**config.mk**
```make
export PLATFORM = sky130hd
export DESIGN_NAME = jpeg_dqt_quality_rescaler
export DESIGN_NICKNAME = d
export VERILOG_FILES = /design/src/jdqr_pkg.sv /design/src/jpeg_dqt_quality_rescaler.sv
export SDC_FILE = /design/constraint.sdc
export NUM_CORES = 1
export LEC_CHECK = 0
export BUFFER_PORTS_ARGS = -buffer_cell sky130_fd_sc_hd__buf_2
export CORE_MARGIN = 1.5
export CORE_UTILIZATION = 30
export CTS_CLUSTER_DIAMETER = 50
export DETAILED_ROUTE_END_ITERATION = 16
export PLACE_DENSITY = 0.47
export SLEW_MARGIN = 20
export SYNTH_ARGS = -nofsm -noshare
export SYNTH_HDL_FRONTEND = slang
export SYNTH_SLANG_ARGS = --single-unit
export TNS_END_PERCENT = 10
```
**constraint.sdc**
```tcl
create_clock -name clock -period 8.5 [get_ports clock]
set_clock_uncertainty 0.15 [all_clocks]
set_input_delay 0.85 -clock clock [delete_from_list [all_inputs] [get_ports clock]]
set_output_delay 0.85 -clock clock [all_outputs]
set_load 0.05 [all_outputs]
```
**src/jdqr_pkg.sv**
```systemverilog
`timescale 1ns / 1ps
`default_nettype none

package jdqr_pkg;

   // Table geometry
   localparam int TABLE_ENTRIES      = 64;
   localparam int TABLE_START_OFFSET = 5;
   localparam int MAX_TABLES         = 16;

   localparam int POS_W   = 7;
   localparam int COUNT_W = $clog2(MAX_TABLES + 1);
   localparam int SCALE_W = 13;
   localparam int PROD_W  = SCALE_W + 8;
   localparam int QUOT_W  = 15;

   localparam logic [POS_W-1:0] WIN_FIRST = POS_W'(TABLE_START_OFFSET);
   localparam logic [POS_W-1:0] WIN_LAST  = POS_W'(TABLE_START_OFFSET + TABLE_ENTRIES - 1);
   localparam logic [POS_W-1:0] WIN_END   = POS_W'(TABLE_START_OFFSET + TABLE_ENTRIES);

   // Marker bytes
   localparam logic [7:0] MARKER_PREFIX = 8'hFF;
   localparam logic [7:0] MARKER_DQT    = 8'hDB;

   // Rounding and clamping of (S*v+50)/100
   localparam logic [PROD_W-1:0] ROUND_BIAS = PROD_W'(50);
   localparam logic [PROD_W-1:0] DIV_ONE    = PROD_W'(100);
   localparam logic [PROD_W-1:0] DIV_SAT    = PROD_W'(25600);
   localparam logic [QUOT_W-1:0] RECIP_100  = QUOT_W'(20972);
   localparam int                RECIP_SHIFT = 21;
   localparam logic [7:0]        ENTRY_MIN  = 8'd1;
   localparam logic [7:0]        ENTRY_MAX  = 8'd255;

   // Register map
   localparam int CSR_INDEX_W = 2;
   localparam int CSR_DATA_W  = 7;
   localparam logic [CSR_INDEX_W-1:0] CSR_QUALITY      = 2'd0;
   localparam logic [CSR_INDEX_W-1:0] CSR_TABLE_SELECT = 2'd1;

   localparam logic [6:0]         QUALITY_RESET = 7'd50;
   localparam logic [SCALE_W-1:0] SCALE_RESET   = 13'd100;

   // 5000/q for q below 50; quality zero reads as quality one
   localparam logic [SCALE_W-1:0] LOW_Q_SCALE [64] = '{
      13'd5000, 13'd5000, 13'd2500, 13'd1666, 13'd1250, 13'd1000, 13'd833, 13'd714,
      13'd625,  13'd555,  13'd500,  13'd454,  13'd416,  13'd384,  13'd357, 13'd333,
      13'd312,  13'd294,  13'd277,  13'd263,  13'd250,  13'd238,  13'd227, 13'd217,
      13'd208,  13'd200,  13'd192,  13'd185,  13'd178,  13'd172,  13'd166, 13'd161,
      13'd156,  13'd151,  13'd147,  13'd142,  13'd138,  13'd135,  13'd131, 13'd128,
      13'd125,  13'd121,  13'd119,  13'd116,  13'd113,  13'd111,  13'd108, 13'd106,
      13'd104,  13'd102,  13'd0,    13'd0,    13'd0,    13'd0,    13'd0,   13'd0,
      13'd0,    13'd0,    13'd0,    13'd0,    13'd0,    13'd0,    13'd0,   13'd0
   };

   typedef struct packed {
      logic [7:0] data_byte;
      logic       end_of_file;
   } req_type;

   typedef struct packed {
      logic [7:0] out_byte;
      logic       out_last;
      logic       rewritten;
   } rsp_type;

   function automatic logic [SCALE_W-1:0] scale_lookup(input logic [6:0] q);
      logic [SCALE_W-1:0] s;
      if (q < 7'd50) begin
         s = LOW_Q_SCALE[q[5:0]];
      end else if (q <= 7'd100) begin
         s = SCALE_W'(200) - SCALE_W'({q, 1'b0});
      end else begin
         s = '0;
      end
      return s;
   endfunction

endpackage

`default_nettype wire

```
**src/jpeg_dqt_quality_rescaler.sv**
```systemverilog
`timescale 1ns / 1ps
`default_nettype none

// JPEG DQT quality rescaler.
// Feed the file one byte per request on the req_ channel (data_byte plus an
// end_of_file flag on the final byte). Every byte comes back on the rsp_
// channel in order: passed through, or, inside the 64-entry window of the
// selected FF DB table, replaced by (S*v+50)/100 clamped to 1..255, with
// rewritten set. S follows quality (5000/q below 50, 200-2q up to 100, zero
// above), taken when no table is open or the selected one restarts, else held.
// csr_ writes quality (index 0) and table_select (index 1); write only while
// the block is idle. csr_ready is always high.
// A request accepted on req_ passes the middle stage register and then the
// result register before it shows on rsp_.
// Throughput: one byte per clock while the receiver does not stall; the two stages
// are the scale multiply and the reciprocal multiply that divides by 100.
// Reset (synchronous, active high) empties both stages, clears the marker
// tracking and loads quality 50 and table_select 0.
// When the receiver stalls, the result register holds, the middle stage
// fills, and req_ready drops only once both are full.
module jpeg_dqt_quality_rescaler (
   input  wire logic             clock,
   input  wire logic             reset,
   input  wire logic             req_valid,
   output logic                  req_ready,
   input  wire jdqr_pkg::req_type req_payload,
   output logic                  rsp_valid,
   input  wire logic             rsp_ready,
   output jdqr_pkg::rsp_type     rsp_payload,
   input  wire logic             csr_valid,
   output logic                  csr_ready,
   input  wire logic [jdqr_pkg::CSR_INDEX_W-1:0] csr_index,
   input  wire logic [jdqr_pkg::CSR_DATA_W-1:0]  csr_data
);
   import jdqr_pkg::*;

   // configuration
   logic [6:0] quality_ff, quality_in;
   logic [3:0] tsel_ff, tsel_in;

   // stream tracking state
   logic               prev_ff_ff, prev_ff_in;
   logic [POS_W-1:0]   seg_ff, seg_in;
   logic [COUNT_W-1:0] count_ff, count_in;
   logic [SCALE_W-1:0] scale_ff, scale_in;

   // middle stage
   logic              stg_valid_ff, stg_valid_in;
   logic [PROD_W-1:0] stg_prod_ff, stg_prod_in;
   logic [7:0]        stg_byte_ff;
   logic              stg_last_ff;
   logic              stg_rew_ff, stg_rew_in;

   // result stage
   logic    rsp_valid_ff, rsp_valid_in;
   rsp_type rsp_payload_ff, rsp_payload_in;

   logic               req_fire, stg_advance, rsp_free;
   logic               marker, count_open, selected, in_window;
   logic [POS_W-1:0]   pos;
   logic [SCALE_W-1:0] scale_eff;
   logic [QUOT_W*2-1:0] quot_full;
   logic [7:0]         entry;

   assign csr_ready = 1'b1;

   // ---------------- handshake ----------------
   assign rsp_free    = !rsp_valid_ff || rsp_ready;
   assign stg_advance = stg_valid_ff && rsp_free;
   assign req_ready   = !stg_valid_ff || rsp_free;
   assign req_fire    = req_valid && req_ready;

   assign rsp_valid   = rsp_valid_ff;
   assign rsp_payload = rsp_payload_ff;

   // ---------------- configuration ----------------
   always_comb begin
      quality_in = quality_ff;
      tsel_in    = tsel_ff;
      if (csr_valid) begin
         case (csr_index)
            CSR_QUALITY:      quality_in = csr_data;
            CSR_TABLE_SELECT: tsel_in    = csr_data[3:0];
            default:          ;
         endcase
      end
   end

   // ---------------- marker tracking ----------------
   always_comb begin
      marker     = prev_ff_ff && (req_payload.data_byte == MARKER_DQT);
      count_open = count_ff < COUNT_W'(MAX_TABLES);
      selected   = marker && count_open && (count_ff == COUNT_W'(tsel_ff));

      // take a fresh scale when no table is open or the selected table restarts
      scale_eff = ((seg_ff == '0) || selected) ? scale_lookup(quality_ff) : scale_ff;

      if (selected) begin
         pos = POS_W'(1);
      end else if (marker) begin
         pos = '0;
      end else if (seg_ff != '0) begin
         pos = seg_ff + POS_W'(1);
      end else begin
         pos = '0;
      end

      in_window = (pos >= WIN_FIRST) && (pos < WIN_END);

      prev_ff_in = prev_ff_ff;
      seg_in     = seg_ff;
      count_in   = count_ff;
      scale_in   = scale_ff;
      if (req_fire) begin
         prev_ff_in = (req_payload.data_byte == MARKER_PREFIX);
         seg_in     = ((pos == '0) || (pos >= WIN_LAST)) ? '0 : pos;
         scale_in   = scale_eff;
         if (marker && count_open) begin
            count_in = count_ff + COUNT_W'(1);
         end
         // drop file context after the last byte
         if (req_payload.end_of_file) begin
            prev_ff_in = 1'b0;
            seg_in     = '0;
            count_in   = '0;
         end
      end
   end

   // ---------------- stage one: scale multiply ----------------
   assign stg_valid_in = req_fire || (stg_valid_ff && !stg_advance);
   assign stg_prod_in  = (PROD_W'(scale_eff) * PROD_W'(req_payload.data_byte)) + ROUND_BIAS;
   assign stg_rew_in   = in_window;

   // ---------------- stage two: divide by 100 and clamp ----------------
   assign quot_full = (QUOT_W*2)'(stg_prod_ff[QUOT_W-1:0]) * (QUOT_W*2)'(RECIP_100);

   always_comb begin
      if (stg_prod_ff < DIV_ONE) begin
         entry = ENTRY_MIN;
      end else if (stg_prod_ff >= DIV_SAT) begin
         entry = ENTRY_MAX;
      end else begin
         entry = quot_full[RECIP_SHIFT+7:RECIP_SHIFT];
      end

      rsp_payload_in.out_byte  = stg_rew_ff ? entry : stg_byte_ff;
      rsp_payload_in.out_last  = stg_last_ff;
      rsp_payload_in.rewritten = stg_rew_ff;
      rsp_valid_in = stg_advance || (rsp_valid_ff && !rsp_ready);
   end

   // ---------------- registers ----------------
   always_ff @(posedge clock) begin
      if (reset) begin
         quality_ff   <= QUALITY_RESET;
         tsel_ff      <= '0;
         prev_ff_ff   <= 1'b0;
         seg_ff       <= '0;
         count_ff     <= '0;
         scale_ff     <= SCALE_RESET;
         stg_valid_ff <= 1'b0;
         rsp_valid_ff <= 1'b0;
      end else begin
         quality_ff   <= quality_in;
         tsel_ff      <= tsel_in;
         prev_ff_ff   <= prev_ff_in;
         seg_ff       <= seg_in;
         count_ff     <= count_in;
         scale_ff     <= scale_in;
         stg_valid_ff <= stg_valid_in;
         rsp_valid_ff <= rsp_valid_in;
      end
   end

   always_ff @(posedge clock) begin
      if (req_fire) begin
         stg_prod_ff <= stg_prod_in;
         stg_byte_ff <= req_payload.data_byte;
         stg_last_ff <= req_payload.end_of_file;
         stg_rew_ff  <= stg_rew_in;
      end
      if (stg_advance) begin
         rsp_payload_ff <= rsp_payload_in;
      end
   end

   // ---------------- assertions ----------------
   a_seg_below_last: assert property (@(posedge clock) disable iff (reset)
      seg_ff < WIN_LAST)
      else $error("segment offset reached the end of the window");

   a_count_saturates: assert property (@(posedge clock) disable iff (reset)
      count_ff <= COUNT_W'(MAX_TABLES))
      else $error("marker count passed its saturation value");

   a_eof_clears: assert property (@(posedge clock) disable iff (reset)
      req_fire && req_payload.end_of_file |=> (seg_ff == '0) && (count_ff == '0) && !prev_ff_ff)
      else $error("file context not cleared after the last byte");

   a_stage_holds: assert property (@(posedge clock) disable iff (reset)
      stg_valid_ff && !stg_advance |=> stg_valid_ff && $stable(stg_prod_ff) && $stable(stg_byte_ff))
      else $error("middle stage changed while stalled");

   a_entry_nonzero: assert property (@(posedge clock) disable iff (reset)
      rsp_valid_ff && rsp_payload_ff.rewritten |-> rsp_payload_ff.out_byte != 8'd0)
      else $error("rescaled entry not clamped to one");

endmodule

`default_nettype wire

```
==> out/results.ini <==
[route]
drtAntennaViolNets=0
wl_per_cell_um=15.6
dr.pass1.iters=6
routed_via_density=4.74
drt_iter0_drc=522
vias=8546
wl_um=28100
drc=0

[worst_setup_path]
start_kind=input pin
crit_end=stg_prod_ff[20]
worstReg2RegStart=quality_ff[3]
cp_max_fo=9
end_kind=flip-flop
crit_arrival_ns=7.71
rrSetupSlack_ns=0.88
reg2reg_to=stg_prod_ff[20]
r2r_cells=21
critPathKind=input pin to flip-flop
crit_start=req_payload[2]
crit_required_ns=8.46

[clock_network]
clock-root-buffer=clkbuf_16
clockBufferDepth=2
cts_resized=0
clkTransAtPathRegs_ns=0.07
cts_inserted_buffers=9
cts_sinks=80
htreeDepth=3
ctsHoldBuffers=0
cts_tree=yes
clk_latency_ns=0.35
cts_setup_buffers=0

[sta]
fin_crit_ns=7.76
setup_viol=0
hold_viol=0
setup_slack_ns=0.744
tns_ns=0
fin_crit_sh_pct=91.3
maxSlewViolCount=0
hold_ws_ns=0.269
slew_headroom_pct=29.7
rsz0062_at_grt=false
worst_pin_slew_ns=1.05
fmax_ghz=0.129

[logic_synthesis]
ys_seq_area_share_pct=17.4
async_flop_share_pct=0
synth_seq_cells=80
synthDistinctLibCells=76
ys.flop_type=edfxtp_1
syn_inst=1251
avgSynthCellArea_um2=9.25
syn-cell-area_um2=11600
syn_nets=1587
synth-edff-count=41
yosysWarnings=0

[place]
dp.cells=1788
io_buffers=34
hpwl_um=23200
gp_congestion=0.880
place_ws_ns=0.335

[grt]
grt_antenna_before_repair=0
grtUsageTotal_pct=15.1
grt_overflow=0
grt_pass1_vias=8780
grt_max_degree=46
grt_pass1_wl_um=46700

[floorplan]
die_w_um=199
die-area_um2=39800
die_h_um=199
core_area_um2=37800
start_util_pct=30.6
io_pins=36
rows=71

[run_status]
status=complete, no violations

[cells_and_area]
instances_no_fill=1804
layout_commonest_cell=inv_1
diodes=0
drive_gt1_share_pct=8.28
layout.nets=1624
final_cell_mix=241 x inv_1, 176 x ha_1, 137 x fa_1
area_growth_pct=10.5

[run]
cap_viol_max_count=0

[worst_hold_path]
worstHoldPathType=flip-flop to flip-flop
worstHoldPathCells=0

==> metal layers <==
metal,GRT usage (%),part of all wire (%),vias to the layer above
met1,20.9,48,4179
li1,-,-,4227
met5,0,0,-
met3,2.14,3.3,11
met2,25.3,47,129
met4,2.39,0.80,0
==> cell type report <==
cell class / count / area (um2)
Multi-Input combinational cell: 890 / 8510
Clock buffer: 12 / 279
Tap cell: 511 / 639
Inverter: 245 / 920
Sequential cell: 80 / 2010
Clock inverter: 4 / 55.1
Timing Repair Buffer: 62 / 380
Fill cell: 3952 / 25100
==> worst min path at each step <==
| stage | start | endpoint | slack (ns) |
|---|---|---|---|
| floorplan | stg_last_ff | rsp_payload[1] | 0.25 |
| global placement | stg_last_ff | rsp_payload[1] | 0.26 |
| detailed placement | stg_last_ff | rsp_payload[1] | 0.25 |
| CTS | stg_last_ff | rsp_payload[1] | 0.27 |
| global route | stg_last_ff | rsp_payload[1] | 0.28 |
| finish | stg_last_ff | rsp_payload[1] | 0.27 |
==> cell usage after synthesis, types with 4 or more instances <==
| cell | n | area share (%) |
|---|---|---|
| nand4_1 | 7 | 0.38 |
| nand2_1 | 80 | 2.6 |
| edfxtp_1 | 41 | 11 |
| xnor2_1 | 22 | 1.7 |
| buf_1 | 7 | 0.23 |
| nor4_1 | 7 | 0.38 |
| and3_1 | 6 | 0.32 |
| mux2i_1 | 13 | 1.1 |
| a21o_1 | 4 | 0.26 |
| clkbuf_1 | 26 | 0.84 |
| nor2b_1 | 30 | 1.6 |
| o211ai_1 | 10 | 0.65 |
| a31oi_1 | 10 | 0.54 |
| or3_1 | 6 | 0.32 |
| nor2_1 | 63 | 2.0 |
| and2_1 | 43 | 2.3 |
| o21ai_0 | 31 | 1.3 |
| a21oi_1 | 40 | 1.7 |
| ha_1 | 176 | 19 |
| a2111oi_0 | 7 | 0.53 |
| o31a_1 | 4 | 0.30 |
| xor2_1 | 12 | 0.91 |
| nand3_1 | 25 | 1.1 |
| nor3_1 | 20 | 0.86 |
| or2_2 | 5 | 0.27 |
| nand3b_1 | 4 | 0.26 |
| dfxtp_1 | 39 | 6.7 |
| a31o_2 | 5 | 0.38 |
| fa_1 | 137 | 24 |
| a211oi_1 | 11 | 0.71 |
| o31ai_1 | 8 | 0.52 |
| nand2b_1 | 23 | 1.2 |
| or4_1 | 4 | 0.26 |
| inv_1 | 242 | 7.8 |
| a311oi_1 | 4 | 0.30 |
| o2111ai_1 | 4 | 0.30 |
| o21a_1 | 6 | 0.39 |
==> through the flow <==
stage | util [%] | instance area, um2
after CTS | 33.8 | 12800
after detailed placement | 32.9 | 12500
after global placement | 32.9 | 12500
after floorplan | - | 11600
after global routing | 33.8 | 12800
final | 33.8 | 12800
==> flip-flops by register name, summed over array words and instances, names as in the netlist <==
signal and flops:
stg_byte_ff 8, stg_rew_ff 1, rsp_valid 1, stg_prod_ff 21, stg_last_ff 1, quality_ff 7
tsel_ff 4, prev_ff_ff 1, rsp_payload 10, scale_ff 13, seg_ff 7, count_ff 5
stg_valid_ff 1
==> kinds of logic after synthesis <==
group	synth area share (%)
flops	17.4
compound gates	11.5
xor+xnor	2.57
buf+inv	9.17
mux	1.74
other cells	0.0324
simple gates	14.9
fa+ha+maj	42.7
==> worst max-delay path, cell delays in order <==
cell,delay (ns)
buf_2,0.10
nand4_1,0.16
or4_1,0.65
buf_4,0.23
nor4_4,0.29
nor2_2,0.08
or4_1,0.56
o21ai_2,0.18
and2_1,0.21
fa_1,0.42
fa_1,0.51
fa_1,0.55
inv_1,0.06
fa_1,0.52
inv_1,0.04
ha_1,0.32
or2_2,0.31
and4_1,0.23
a211oi_1,0.42
nor4_1,0.12
or4b_2,0.62
a21oi_1,0.19
xnor2_1,0.08
Power is not shown: default switching activity piles up to over one toggle a cycle in this logic, so the estimate is an artifact.
